`src/rtl/watch_slot_pool_allocator_macros.svh`:
```
// assertion macros shared by the slot pool allocator
// used by the top level; no other dependencies
`ifndef WATCH_SLOT_POOL_ALLOCATOR_MACROS_SVH
`define WATCH_SLOT_POOL_ALLOCATOR_MACROS_SVH

// same-cycle implication, checked outside reset
`define WSPA_ASSERT_NOW(label, clk, rst_n, ante, cons, msg) \
    label: assert property (@(posedge clk) disable iff (!rst_n) (ante) |-> (cons)) \
        else $error(msg);

// next-cycle implication, checked outside reset
`define WSPA_ASSERT_NEXT(label, clk, rst_n, ante, cons, msg) \
    label: assert property (@(posedge clk) disable iff (!rst_n) (ante) |=> (cons)) \
        else $error(msg);

`endif

```
`src/rtl/wspa_pkg.sv`:
```
// shared types and codes for the slot pool allocator
// no dependencies; used by every other file except the macro header
`timescale 1ns / 1ps

package wspa_pkg;

    // pool size default and list output limit
    localparam int DEFAULT_SLOT_COUNT = 32;
    localparam int MAX_RESULTS        = 32;

    // fixed field widths
    localparam int CMD_W    = 2;
    localparam int ID_W     = 5;
    localparam int STATUS_W = 2;

    // command codes
    localparam logic [CMD_W-1:0] CMD_ALLOC   = 2'd0;
    localparam logic [CMD_W-1:0] CMD_RELEASE = 2'd1;
    localparam logic [CMD_W-1:0] CMD_LIST    = 2'd2;

    // status codes
    localparam logic [STATUS_W-1:0] ST_OK         = 2'd0;
    localparam logic [STATUS_W-1:0] ST_EXHAUSTED  = 2'd1;
    localparam logic [STATUS_W-1:0] ST_NOT_ACTIVE = 2'd2;
    localparam logic [STATUS_W-1:0] ST_NO_ACTIVE  = 2'd3;

    // datapath operations
    typedef enum logic [2:0] {
        OP_NOP,
        OP_START_FREE,
        OP_START_ACTIVE,
        OP_ALLOC_POP,
        OP_ALLOC_LINK,
        OP_WALK_STEP,
        OP_REL_UNLINK,
        OP_REL_PUSH
    } dp_op_t;

    // source of the slot id in a result word
    typedef enum logic [1:0] {
        ID_ZERO,
        ID_CUR,
        ID_TARGET
    } id_sel_t;

    // controller to datapath
    typedef struct packed {
        dp_op_t              op;
        logic                emit;
        id_sel_t             id_sel;
        logic [STATUS_W-1:0] status;
        logic                last;
    } dp_cmd_t;

    // datapath to controller
    typedef struct packed {
        logic cur_null;
        logic cur_hit;
        logic link_null;
        logic count_last;
        logic out_free;
    } dp_stat_t;

endpackage

```
`src/rtl/wspa_req_if.sv`:
```
// request channel: command word with valid/ready handshake
// depends on wspa_pkg for field widths
`timescale 1ns / 1ps

interface wspa_req_if import wspa_pkg::*; ();
    logic             valid;
    logic             ready;
    logic [CMD_W-1:0] command;
    logic [ID_W-1:0]  slot_number;

    modport source (output valid, output command, output slot_number, input ready);
    modport sink   (input valid, input command, input slot_number, output ready);
endinterface

```
`src/rtl/wspa_rsp_if.sv`:
```
// response channel: result word with valid/ready handshake
// depends on wspa_pkg for field widths
`timescale 1ns / 1ps

interface wspa_rsp_if import wspa_pkg::*; ();
    logic                valid;
    logic                ready;
    logic [ID_W-1:0]     slot_id;
    logic [STATUS_W-1:0] status;
    logic                last;

    modport source (output valid, output slot_id, output status, output last, input ready);
    modport sink   (input valid, input slot_id, input status, input last, output ready);
endinterface

```
`src/rtl/wspa_ctrl.sv`:
```
// controller state machine for the slot pool allocator
// depends on wspa_pkg; drives the datapath through dp_cmd_t
`timescale 1ns / 1ps

module wspa_ctrl import wspa_pkg::*;
(
    input  logic             clk,
    input  logic             rst_n,
    input  logic             req_valid,
    output logic             req_ready,
    input  logic [CMD_W-1:0] req_command,
    input  dp_stat_t         stat,
    output dp_cmd_t          cmd
);

    typedef enum logic [2:0] {
        S_IDLE,
        S_ALLOC_CHK,
        S_ALLOC_LINK,
        S_REL_WALK,
        S_REL_PUSH,
        S_LIST_WALK,
        S_EMIT
    } state_t;

    state_t              state_reg, state_next;
    id_sel_t             res_id_reg, res_id_next;
    logic [STATUS_W-1:0] res_status_reg, res_status_next;
    logic                list_last;

    assign req_ready = (state_reg == S_IDLE);
    assign list_last = stat.link_null | stat.count_last;

    // next state and datapath command
    always_comb
    begin
        state_next      = state_reg;
        res_id_next     = res_id_reg;
        res_status_next = res_status_reg;
        cmd.op          = OP_NOP;
        cmd.emit        = 1'b0;
        cmd.id_sel      = ID_ZERO;
        cmd.status      = ST_OK;
        cmd.last        = 1'b0;
        case (state_reg)
            S_IDLE:
            begin
                if (req_valid)
                begin
                    case (req_command)
                        CMD_ALLOC:
                        begin
                            cmd.op     = OP_START_FREE;
                            state_next = S_ALLOC_CHK;
                        end
                        CMD_RELEASE:
                        begin
                            cmd.op     = OP_START_ACTIVE;
                            state_next = S_REL_WALK;
                        end
                        CMD_LIST:
                        begin
                            cmd.op     = OP_START_ACTIVE;
                            state_next = S_LIST_WALK;
                        end
                        default:
                        begin
                            res_id_next     = ID_ZERO;
                            res_status_next = ST_OK;
                            state_next      = S_EMIT;
                        end
                    endcase
                end
            end
            S_ALLOC_CHK:
            begin
                if (stat.cur_null)
                begin
                    res_id_next     = ID_ZERO;
                    res_status_next = ST_EXHAUSTED;
                    state_next      = S_EMIT;
                end
                else
                begin
                    cmd.op     = OP_ALLOC_POP;
                    state_next = S_ALLOC_LINK;
                end
            end
            S_ALLOC_LINK:
            begin
                cmd.op          = OP_ALLOC_LINK;
                res_id_next     = ID_CUR;
                res_status_next = ST_OK;
                state_next      = S_EMIT;
            end
            S_REL_WALK:
            begin
                if (stat.cur_null)
                begin
                    res_id_next     = ID_TARGET;
                    res_status_next = ST_NOT_ACTIVE;
                    state_next      = S_EMIT;
                end
                else if (stat.cur_hit)
                begin
                    cmd.op     = OP_REL_UNLINK;
                    state_next = S_REL_PUSH;
                end
                else
                begin
                    cmd.op = OP_WALK_STEP;
                end
            end
            S_REL_PUSH:
            begin
                cmd.op          = OP_REL_PUSH;
                res_id_next     = ID_TARGET;
                res_status_next = ST_OK;
                state_next      = S_EMIT;
            end
            S_LIST_WALK:
            begin
                // empty active list only shows up on the first step
                if (stat.cur_null)
                begin
                    res_id_next     = ID_ZERO;
                    res_status_next = ST_NO_ACTIVE;
                    state_next      = S_EMIT;
                end
                else if (stat.out_free)
                begin
                    cmd.op     = OP_WALK_STEP;
                    cmd.emit   = 1'b1;
                    cmd.id_sel = ID_CUR;
                    cmd.status = ST_OK;
                    cmd.last   = list_last;
                    if (list_last)
                    begin
                        state_next = S_IDLE;
                    end
                end
            end
            S_EMIT:
            begin
                if (stat.out_free)
                begin
                    cmd.emit   = 1'b1;
                    cmd.id_sel = res_id_reg;
                    cmd.status = res_status_reg;
                    cmd.last   = 1'b1;
                    state_next = S_IDLE;
                end
            end
            default:
            begin
                state_next = S_IDLE;
            end
        endcase
    end

    // state and pending single result
    always_ff @(posedge clk or negedge rst_n)
    begin
        if (!rst_n)
        begin
            state_reg      <= S_IDLE;
            res_id_reg     <= ID_ZERO;
            res_status_reg <= ST_OK;
        end
        else
        begin
            state_reg      <= state_next;
            res_id_reg     <= res_id_next;
            res_status_reg <= res_status_next;
        end
    end

endmodule

```
`src/rtl/wspa_dp.sv`:
```
// datapath: list pointers, link memory with valid bits, result register
// depends on wspa_pkg and wspa_rsp_if; commanded by wspa_ctrl
`timescale 1ns / 1ps

module wspa_dp import wspa_pkg::*;
#(
    parameter int SLOT_COUNT = DEFAULT_SLOT_COUNT
)
(
    input  logic            clk,
    input  logic            rst_n,
    input  logic [ID_W-1:0] req_slot_number,
    input  dp_cmd_t         cmd,
    output dp_stat_t        stat,
    wspa_rsp_if.source      rsp
);

    localparam int ADDR_W     = $clog2(SLOT_COUNT);
    localparam int PTR_W      = $clog2(SLOT_COUNT + 1);
    localparam int CMP_W      = (PTR_W > ID_W) ? PTR_W : ID_W;
    localparam int LIST_LIMIT = (SLOT_COUNT < MAX_RESULTS) ? SLOT_COUNT : MAX_RESULTS;
    localparam int CNT_W      = $clog2(LIST_LIMIT);
    localparam logic [PTR_W-1:0] NULL_PTR = PTR_W'(SLOT_COUNT);

    // list pointers
    logic [PTR_W-1:0] free_head_reg, free_head_next;
    logic [PTR_W-1:0] active_head_reg, active_head_next;
    logic [PTR_W-1:0] active_tail_reg, active_tail_next;

    // walk registers
    logic [PTR_W-1:0] cur_reg, cur_next;
    logic [PTR_W-1:0] prev_reg, prev_next;
    logic [ID_W-1:0]  target_reg, target_next;
    logic [CNT_W-1:0] count_reg, count_next;

    // link memory, one write and one registered read per cycle
    logic [PTR_W-1:0]      link_mem [SLOT_COUNT];
    logic [SLOT_COUNT-1:0] link_valid_reg;
    logic [PTR_W-1:0]      rd_data_reg;
    logic                  rd_valid_reg;
    logic [ADDR_W-1:0]     rd_addr_reg;
    logic [ADDR_W-1:0]     rd_addr;
    logic                  wr_en;
    logic [ADDR_W-1:0]     wr_addr;
    logic [PTR_W-1:0]      wr_data;
    logic [PTR_W-1:0]      link_val;

    // result register
    logic                rsp_valid_reg;
    logic [ID_W-1:0]     slot_id_reg;
    logic [STATUS_W-1:0] status_reg;
    logic                last_reg;
    logic [ID_W-1:0]     id_word;
    logic [CMP_W-1:0]    cur_ext;
    logic                act_empty;
    logic                out_free;

    // an entry never written holds its reset link, which is always its index plus one
    assign link_val  = rd_valid_reg ? rd_data_reg : (PTR_W'(rd_addr_reg) + PTR_W'(1));
    assign rd_addr   = cur_next[ADDR_W-1:0];
    assign act_empty = (active_head_reg == NULL_PTR) || (active_tail_reg == NULL_PTR);
    assign cur_ext   = CMP_W'(cur_reg);
    assign out_free  = !rsp_valid_reg || rsp.ready;

    // status to the controller
    assign stat.cur_null   = (cur_reg == NULL_PTR);
    assign stat.cur_hit    = (cur_ext == CMP_W'(target_reg));
    assign stat.link_null  = (link_val == NULL_PTR);
    assign stat.count_last = (count_reg == CNT_W'(LIST_LIMIT - 1));
    assign stat.out_free   = out_free;

    // list operations
    always_comb
    begin
        free_head_next   = free_head_reg;
        active_head_next = active_head_reg;
        active_tail_next = active_tail_reg;
        cur_next         = cur_reg;
        prev_next        = prev_reg;
        target_next      = target_reg;
        count_next       = count_reg;
        wr_en            = 1'b0;
        wr_addr          = cur_reg[ADDR_W-1:0];
        wr_data          = NULL_PTR;
        case (cmd.op)
            OP_START_FREE:
            begin
                cur_next    = free_head_reg;
                prev_next   = NULL_PTR;
                target_next = req_slot_number;
                count_next  = '0;
            end
            OP_START_ACTIVE:
            begin
                cur_next    = active_head_reg;
                prev_next   = NULL_PTR;
                target_next = req_slot_number;
                count_next  = '0;
            end
            OP_ALLOC_POP:
            begin
                free_head_next = link_val;
                wr_en          = 1'b1;
                wr_addr        = cur_reg[ADDR_W-1:0];
                wr_data        = NULL_PTR;
            end
            OP_ALLOC_LINK:
            begin
                if (act_empty)
                begin
                    active_head_next = cur_reg;
                end
                else
                begin
                    wr_en   = 1'b1;
                    wr_addr = active_tail_reg[ADDR_W-1:0];
                    wr_data = cur_reg;
                end
                active_tail_next = cur_reg;
            end
            OP_WALK_STEP:
            begin
                prev_next  = cur_reg;
                cur_next   = link_val;
                count_next = count_reg + CNT_W'(1);
            end
            OP_REL_UNLINK:
            begin
                if (prev_reg == NULL_PTR)
                begin
                    active_head_next = link_val;
                end
                else
                begin
                    wr_en   = 1'b1;
                    wr_addr = prev_reg[ADDR_W-1:0];
                    wr_data = link_val;
                end
                if (active_tail_reg == cur_reg)
                begin
                    active_tail_next = prev_reg;
                end
            end
            OP_REL_PUSH:
            begin
                wr_en          = 1'b1;
                wr_addr        = cur_reg[ADDR_W-1:0];
                wr_data        = free_head_reg;
                free_head_next = cur_reg;
            end
            default:
            begin
            end
        endcase
    end

    // slot id of the result word
    always_comb
    begin
        case (cmd.id_sel)
            ID_CUR:    id_word = cur_ext[ID_W-1:0];
            ID_TARGET: id_word = target_reg;
            default:   id_word = '0;
        endcase
    end

    // list pointers, valid bits and result handshake
    always_ff @(posedge clk or negedge rst_n)
    begin
        if (!rst_n)
        begin
            free_head_reg   <= '0;
            active_head_reg <= NULL_PTR;
            active_tail_reg <= NULL_PTR;
            link_valid_reg  <= '0;
            rsp_valid_reg   <= 1'b0;
        end
        else
        begin
            free_head_reg   <= free_head_next;
            active_head_reg <= active_head_next;
            active_tail_reg <= active_tail_next;
            if (wr_en)
            begin
                link_valid_reg[wr_addr] <= 1'b1;
            end
            if (cmd.emit)
            begin
                rsp_valid_reg <= 1'b1;
            end
            else if (rsp.ready)
            begin
                rsp_valid_reg <= 1'b0;
            end
        end
    end

    // link memory
    always_ff @(posedge clk)
    begin
        if (wr_en)
        begin
            link_mem[wr_addr] <= wr_data;
        end
        rd_data_reg  <= link_mem[rd_addr];
        rd_valid_reg <= link_valid_reg[rd_addr];
        rd_addr_reg  <= rd_addr;
    end

    // walk registers and result payload
    always_ff @(posedge clk)
    begin
        cur_reg    <= cur_next;
        prev_reg   <= prev_next;
        target_reg <= target_next;
        count_reg  <= count_next;
        if (cmd.emit)
        begin
            slot_id_reg <= id_word;
            status_reg  <= cmd.status;
            last_reg    <= cmd.last;
        end
    end

    assign rsp.valid   = rsp_valid_reg;
    assign rsp.slot_id = slot_id_reg;
    assign rsp.status  = status_reg;
    assign rsp.last    = last_reg;

endmodule

```
`src/rtl/watch_slot_pool_allocator.sv`:
```
// Slot pool allocator: free list and allocation-ordered active list over one link memory.
// Allocate pops the free head and links it onto the active tail, or reports exhausted.
// Release walks the active list from the head to the named slot, unlinks it and pushes it
// onto the free stack, or reports not active. List emits one word per active slot, head to
// tail, up to the list output limit, or one no-active word for an empty list. The unused
// code returns one OK word for slot zero; results wait while the output register is full.
// Walks read one link per cycle from the link memory through a registered read, the list
// walk only while the output register is free. Per-entry valid bits stand in for the reset
// image, so no clearing pass. Commands are taken one at a time; a result word may still wait
// on the output register while the next command word is accepted.
// Depends on wspa_pkg, wspa_req_if, wspa_rsp_if, wspa_ctrl, wspa_dp and the macro header.
`timescale 1ns / 1ps
`include "watch_slot_pool_allocator_macros.svh"

module watch_slot_pool_allocator import wspa_pkg::*;
#(
    parameter int SLOT_COUNT = DEFAULT_SLOT_COUNT
)
(
    input  logic       clk,
    input  logic       rst_n,
    wspa_req_if.sink   req,
    wspa_rsp_if.source rsp
);

    dp_cmd_t  dp_cmd;
    dp_stat_t dp_stat;

    // controller
    wspa_ctrl u_ctrl
    (
        .clk         (clk),
        .rst_n       (rst_n),
        .req_valid   (req.valid),
        .req_ready   (req.ready),
        .req_command (req.command),
        .stat        (dp_stat),
        .cmd         (dp_cmd)
    );

    // datapath
    wspa_dp #(
        .SLOT_COUNT (SLOT_COUNT)
    ) u_dp
    (
        .clk             (clk),
        .rst_n           (rst_n),
        .req_slot_number (req.slot_number),
        .cmd             (dp_cmd),
        .stat            (dp_stat),
        .rsp             (rsp)
    );

    // a new command is never taken while a non-final word of a list is pending
    `WSPA_ASSERT_NOW(a_idle_no_partial, clk, rst_n, req.ready, !(rsp.valid && !rsp.last), "command ready while list output unfinished")
    // the controller only loads the result register when it is free
    `WSPA_ASSERT_NOW(a_emit_when_free, clk, rst_n, dp_cmd.emit, dp_stat.out_free, "result word loaded over a pending word")
    // one command at a time
    `WSPA_ASSERT_NEXT(a_busy_after_accept, clk, rst_n, req.valid && req.ready, !req.ready, "ready stayed high after a command word")

endmodule

```
`src/flat_wrapper.sv`:
```
// flat-port wrapper written by rule: the top's interface ports become plain ports
module watch_slot_pool_allocator_flat import wspa_pkg::*;
#(
    parameter int SLOT_COUNT = DEFAULT_SLOT_COUNT
)
  (clk, rst_n, req_valid, req_command, req_slot_number, req_ready, rsp_valid, rsp_slot_id, rsp_status, rsp_last, rsp_ready);
  wspa_req_if req_i ();
  wspa_rsp_if rsp_i ();
  input  logic clk;
  input  logic rst_n;
  input wire logic [$bits(req_i.valid)-1:0] req_valid;
  input wire logic [$bits(req_i.command)-1:0] req_command;
  input wire logic [$bits(req_i.slot_number)-1:0] req_slot_number;
  output wire logic [$bits(req_i.ready)-1:0] req_ready;
  output wire logic [$bits(rsp_i.valid)-1:0] rsp_valid;
  output wire logic [$bits(rsp_i.slot_id)-1:0] rsp_slot_id;
  output wire logic [$bits(rsp_i.status)-1:0] rsp_status;
  output wire logic [$bits(rsp_i.last)-1:0] rsp_last;
  input wire logic [$bits(rsp_i.ready)-1:0] rsp_ready;
  assign req_i.valid = req_valid;
  assign req_i.command = req_command;
  assign req_i.slot_number = req_slot_number;
  assign req_ready = req_i.ready;
  assign rsp_valid = rsp_i.valid;
  assign rsp_slot_id = rsp_i.slot_id;
  assign rsp_status = rsp_i.status;
  assign rsp_last = rsp_i.last;
  assign rsp_i.ready = rsp_ready;
  watch_slot_pool_allocator #(.SLOT_COUNT(SLOT_COUNT)) u_core (.clk(clk), .rst_n(rst_n), .req(req_i), .rsp(rsp_i));
endmodule
```
`config.mk`:
```
export PLATFORM = sky130hd
export DESIGN_NAME = watch_slot_pool_allocator_flat
export DESIGN_NICKNAME = d
export VERILOG_FILES = /design/src/rtl/wspa_pkg.sv /design/src/rtl/wspa_req_if.sv /design/src/rtl/wspa_rsp_if.sv /design/src/rtl/wspa_ctrl.sv /design/src/rtl/wspa_dp.sv /design/src/rtl/watch_slot_pool_allocator.sv /design/src/flat_wrapper.sv
export VERILOG_INCLUDE_DIRS = /design/src /design/src/rtl
export SDC_FILE = /design/constraint.sdc
export NUM_CORES = 1
export LEC_CHECK = 0
export BUFFER_PORTS_ARGS = -buffer_cell sky130_fd_sc_hd__buf_2
export CAP_MARGIN = 20
export CORE_MARGIN = 3
export CORE_UTILIZATION = 50
export CTS_CLUSTER_SIZE = 10
export DETAILED_ROUTE_END_ITERATION = 12
export PLACE_DENSITY = 0.63
export SLEW_MARGIN = 20
export SYNTH_ARGS = -nofsm -noshare
export SYNTH_HDL_FRONTEND = slang
export SYNTH_SLANG_ARGS = --single-unit
```
`constraint.sdc`:
```
create_clock -name clk -period 4.5 [get_ports clk]
set_input_delay 0.9 -clock clk [delete_from_list [all_inputs] [get_ports clk]]
set_output_delay 0.9 -clock clk [all_outputs]
set_load 0.01 [all_outputs]
```
==> summary.txt, run 1 <==
Outcome
  • Outcome: complete, no violations

Final layout
  • Layout cell share with drive strength beyond 1: 14.58%
  • Most frequent cells in the layout: 217 x edfxtp_1, 137 x o21ai_0, 126 x nand3_1
  • Core Util, Final: 58.50%
  • Largest register FFs: 192
  • Nets: 1209
  • Area growth syn-to-layout: 14.20%
  • Ant. Diodes: 0
  • Commonest non-fill, non-tap cell in the layout: edfxtp_1

STA
  • Final WS setup: 482.0 ps
  • TNS Setup: 0 ps
  • Hold Vio Cnt, Final: 0
  • F_max: 0.2489 GHz
  • Final setup violation count: 0
  • Tmin final: 4018 ps
  • Setup Skew: about 12 ps
  • Period utilisation layout: between 80% and 90%
  • Fin. max-slew vios: 0
  • Worst-Margin Slew: 956.0 ps
  • RSZ-0062 raised after global routing: no
  • Max_slew headroom: 36.27%

Synthesis
  • Mapped Area: 0.01301 mm2
  • Top_reg_cell synth: edfxtp_1
  • Register area share after synthesis: 63.10%
  • Flop and latch count out of synthesis: 287
  • Yosys warnings: 0
  • Async set-or-reset flop fraction in the synthesized netlist: 20.21%
  • Yosys cell types: 76
  • Mapped Nets: 1171
  • EDFF count, synth: 217
  • Mean Syn Cell Area: 11.31 um2
  • Synth Instances: 1150

Setup path
  • Worst Setup Path Type: reg -> reg
  • Worst Path Required: 4940 ps
  • Crit start category: register
  • CP Data Arrival Time: 4460 ps
  • Crit Path Max Fanout: 53
  • R2R Path End: u_core.u_dp.rd_data_reg[2]
  • R2R setup slack: 480 ps
  • CP Capture Point: u_core.u_dp.rd_data_reg[2]
  • Reg2reg path depth: 11
  • Reg-to-Reg Start: u_core.u_ctrl.state_reg[1]
  • Kind of end point of the critical path: register
  • Critical Path Start: u_core.u_ctrl.state_reg[1]

Floorplan
  • Die area: 0.02799 mm2
  • Initial Util: between 50 and 60%
  • # rows: 58
  • Core Area: between 0.02 and 0.03 mm2
  • Die Span X: about 170 um
  • Die Span Y: 167.3 um
  • I/O pins: 21

Min path
  • Hold Crit Class: reg -> reg

Clock network
  • Setup Fix Bufs, Post-CTS: 0
  • CTS tree: yes
  • Clk sinks: 287
  • CTS Hold Buffers Added: 0
  • CTS Root Cell: clkbuf_16
  • H-tree depth reported by CTS: 2
  • Num CTS Buffers: 35
  • Resized Gates After CTS: 0
  • CTS clk-pin slew, worst paths: 50 ps
  • Clk_lat worst skew: 520 ps
  • Maximum clock insertion buffer count: 3

Drt
  • Initial DRC count: 1138
  • Vias after detailed routing: 9826
  • Final wirelength: 36940 um
  • Drt pass-1 iters: 8
  • Routed WL per cell: 23.93 um
  • Drt drc: 0
  • Post-route ant nets: 0
  • Vias per cell: 6.364

Placed design
  • HPWL after detailed placement: 23700 um
  • IO buf count: 20
  • Place WS: 213.4 ps
  • GP Congestion: 0.9112

Job
  • Max-cap violations: 0

GRT
  • Initial antenna violation count: 0
  • Vias in the first global route: 9550
  • GRT Overall Usage: 26.32%
  • Total grt overflow: 0
  • First-pass GRT wire length: ~58000 um
  • Largest net degree at the start of global routing: 90
[how the worst min path moves through the flow]
stage,from,end,cells after the start
after floorplan,u_core.u_dp.link_valid_reg[19],u_core.u_dp.link_valid_reg[19],2
after global placement,u_core.u_dp.link_valid_reg[16],u_core.u_dp.link_valid_reg[16],1
after detailed placement,u_core.u_dp.link_valid_reg[2],u_core.u_dp.link_valid_reg[2],1
after CTS,u_core.u_dp.link_valid_reg[3],u_core.u_dp.link_valid_reg[3],2
after global routing,u_core.u_dp.link_valid_reg[30],u_core.u_dp.link_valid_reg[30],1
final,u_core.u_dp.link_valid_reg[6],u_core.u_dp.link_valid_reg[6],1
[metrics by stage]
stage / instances / cell area [um2] / hold WS (ps)
6_report: 1544 / 14860 / 464.1
3_5_place_dp: 1481 / 13800 / 445.2
5_1_grt: 1544 / 14860 / 473.4
4_1_cts: 1544 / 14860 / 465.0
3_3_place_gp: 1481 / 13800 / 440.8
2_1_floorplan: 1150 / 13010 / 424.7
[routing by layer]
metal	vias to the layer above	wire length, um	track usage [%]	part of all wire (%)
met5	-	0	0	0
met3	105	3213	4.485	8.7
met1	4791	14620	36.04	40
met4	0	1542	10.46	4.2
met2	514	17570	42.36	48
li1	4416	-	-	-
[cells by family after synthesis]
logic type	count (synthesis)	synth area share [%]
xor gates and xnor gates	17	1.260
and+or+nand+nor	419	16.48
DFF	287	63.10
buffers and inverters	110	3.577
adders and majority gates	10	0.9616
AOI/OAI and AO/OA	297	13.79
muxes	10	0.8270
[synthesized netlist by cell type, drive strengths merged, types with 24 or more instances]
cell    number  area share, %
nor3        45            1.8
a21oi       64            2.5
a31oi       26            1.3
o21ai      139            5.3
dfrtp       56             11
nand4       38            1.9
nand3      128            5.0
edfxtp     217             50
or2         31            1.5
buf         26            1.2
clkbuf      60            1.7
inv         24           0.69
nor2        78            2.3
nand2       52            1.5
[critical path, stage by stage, from the launching register on]
cell	delay [ps]
dfrtp_1	690
xor2_1	220
a21bo_2	250
or2_2	460
o41ai_1	390
buf_4	190
a21o_4	510
buf_12	260
o21ai_0	110
a311oi_1	310
nand4_1	300
nand4_1	200
[cell type report]
type	count	area [um2]
Clock buffer	60	999.7
Clock inverter	3	58.81
Fill cell	2126	10540
Inverter	24	90.09
Multi-Input combinational cell	753	4372
Sequential cell	287	8210
Tap cell	330	412.9
Timing Repair Buffer	87	715.7
Power of run 1 is left out: the tool's default activity adds up to more than one toggle a clock period on the data nets, which glitch-free logic cannot reach.
==> inputs of run 2 (changes only) <==
--- a/config.mk
+++ b/config.mk
@@ -10,9 +10,11 @@
 export CAP_MARGIN = 20
 export CORE_MARGIN = 3
 export CORE_UTILIZATION = 50
+export CTS_CLUSTER_DIAMETER = 30
 export CTS_CLUSTER_SIZE = 10
 export DETAILED_ROUTE_END_ITERATION = 12
 export PLACE_DENSITY = 0.63
+export REMOVE_ABC_BUFFERS = 1
 export SLEW_MARGIN = 20
 export SYNTH_ARGS = -nofsm -noshare
 export SYNTH_HDL_FRONTEND = slang
==> run 2 against run 1 <==
- core utilization rose by 3.4 points
- critical path depth shrank 3
- clock skew up 10 ps
- non-clock buffer count is 8 lower
- count of clock-buffer cells in the layout increased by 12
- final cell count is 2.6% higher
- routed wire length rose by 1.9%
- register-to-register slack improved by 40 ps
- flip-flop and latch count unchanged
- global-route usage is 0.35 points higher
- die area stayed put
- critical path type unchanged
- critical endpoint is now u_core.u_dp.link_mem[20][4]
- largest cell class unchanged
==> summary.txt, run 2 (synthesis gave the netlist of run 1 again) <==
Outcome
  • Outcome: complete, no violations

Setup path
  • Top Family by Delay on Critical Path: simple AND/OR/NAND/NOR gates
  • Kind of end point of the critical path: register
  • R2R Path End: u_core.u_dp.link_mem[20][4]
  • Crit start category: register
  • CP max stage delay: 830 ps (+140 ps)
  • R2R setup slack: 520 ps (+40 ps)
  • Crit-path cells: nand2b_1 > nor2_1 > buf_4 > and3_1 > a21oi_1 > a221oi_1 > nand2b_1 > nor2_1
  • CP Data Arrival Time: 4170 ps (-290 ps)
  • CP bufs+invs: 1 (-1)
  • Reg2reg path depth: 8 (-3)
  • WP depth: 8 (-3)
  • Worst Path Required: 4700 ps (-240 ps)
  • Crit Path Max Fanout: 17 (-68%)
  • Critical Path Start: u_core.u_ctrl.state_reg[1]
  • Worst Setup Path Type: reg -> reg
  • CP max stage cell: a221oi_1
  • Reg-to-Reg Start: u_core.u_ctrl.state_reg[1]

Floorplan
  • Core Area: 0.02540 mm2 (unchanged)
  • Initial Util: 51.23% (unchanged)
  • # rows: 58 (unchanged)
  • Die area: 0.02799 mm2 (unchanged)
  • Die Span Y: 167.3 um (unchanged)
  • I/O pins: 21 (unchanged)
  • Die Span X: 167.3 um (unchanged)

Clock network
  • H-tree depth reported by CTS: 2 (unchanged)
  • Maximum clock insertion buffer count: 3 (unchanged)
  • Setup Fix Bufs, Post-CTS: 0 (unchanged)
  • Resized Gates After CTS: 0 (unchanged)
  • Num CTS Buffers: 59 (+69%)
  • Clk_lat worst skew: 570 ps (+50 ps)
  • CTS Hold Buffers Added: 0 (unchanged)
  • CTS Root Cell: clkbuf_16
  • Clk sinks: 287 (unchanged)
  • CTS tree: yes
  • CTS clk-pin slew, worst paths: 50 ps (about the same)

STA
  • Period utilisation layout: 88.36% (-0.93 points)
  • Fin. max-slew vios: 0 (unchanged)
  • F_max: 0.2515 GHz (+1.0%)
  • Max_slew headroom: 38.29% (+2.0 points)
  • Worst-Margin Slew: 916.0 ps (-39.95 ps)
  • Hold Vio Cnt, Final: 0 (unchanged)
  • RSZ-0062 raised after global routing: no
  • Setup Skew: 22.19 ps (+10.28 ps)
  • Final setup violation count: 0 (unchanged)
  • TNS Setup: 0 ps (unchanged)
  • Tmin final: 3976 ps (-41.64 ps)

Final layout
  • Layout cell share with drive strength beyond 1: 18.34% (+3.8 points)
  • Ant. Diodes: 0 (unchanged)
  • Nets: 1225 (+1.3%)
  • Largest register FFs: 192 (unchanged)
  • Most frequent cells in the layout: 217 x edfxtp_1, 136 x o21ai_0, 126 x nand3_1
  • Commonest non-fill, non-tap cell in the layout: edfxtp_1
  • Area growth syn-to-layout: 20.89%

Drt
  • Final wirelength: 37640 um (+1.9%)
  • Routed WL per cell: 23.76 um (-0.68%)
  • Vias per cell: 6.270 (-1.5%)
  • Drt drc: 0 (unchanged)
  • Initial DRC count: 1547 (+36%)
  • Post-route ant nets: 0 (unchanged)
  • Drt pass-1 iters: 6 (-2)
  • Vias after detailed routing: 9931 (+1.1%)

GRT
  • Largest net degree at the start of global routing: 86 (-4.4%)
  • Vias in the first global route: 9497 (-0.55%)
  • Initial antenna violation count: 0 (unchanged)
  • First-pass GRT wire length: 58270 um (+1.3%)
  • GRT Overall Usage: 26.67% (+0.35 points)
  • Total grt overflow: 0 (unchanged)

Min path
  • Hold Crit Class: in -> async

Placed design
  • GP Congestion: 0.8925 (-2.1%)
  • IO buf count: 20 (unchanged)
  • HPWL after detailed placement: 23320 um (-1.6%)

Job
  • Max-cap violations: 0 (unchanged)
run 2: metal layers:
| metal | vias to the layer above | part of all wire [%] | GRT usage, % |
|---|---|---|---|
| li1 | 4460 | - | - |
| met1 | 4856 | 42 | 39.35 |
| met2 | 543 | 46 | 41.02 |
| met3 | 72 | 9.4 | 5.052 |
| met4 | 0 | 2.1 | 7.222 |
| met5 | - | 0 | 0 |
run 2: how the worst max path moves through the flow:
stage               slack [ps]                     endpoint
finish                     520  u_core.u_dp.link_mem[20][4]
global route               190  u_core.u_dp.link_mem[23][5]
CTS                        580  u_core.u_dp.link_mem[20][1]
detailed placement         390   u_core.u_dp.rd_data_reg[1]
global placement           420   u_core.u_dp.rd_data_reg[1]
floorplan                -2100     u_core.u_dp.rd_valid_reg
run 2: layout make-up:
type / count / area [um2]
repair buffers: 79 / 605.6
clock buffers: 72 / 1607
well taps: 330 / 412.9
multi-input cells: 753 / 4372
clock inverters: 39 / 431.7
inverters: 24 / 90.09
fillers: 2009 / 9671
flip-flops and latches: 287 / 8210
run 2: per-stage QoR:
stage          hold slack [ps]  setup slack, ps  cell area (um2)  utilization [%]  cells
6_report                 281.5            523.6            15730            61.93   1584
2_1_floorplan            424.7            -2104            12640                -   1064
3_5_place_dp             444.2            387.8            13690            53.90   1473
5_1_grt                  299.6            185.8            15730            61.93   1584
3_3_place_gp             437.5            424.2            13690            53.90   1473
4_1_cts                  300.4            584.8            15730            61.93   1584
Power of run 2 is left out for the same reason.
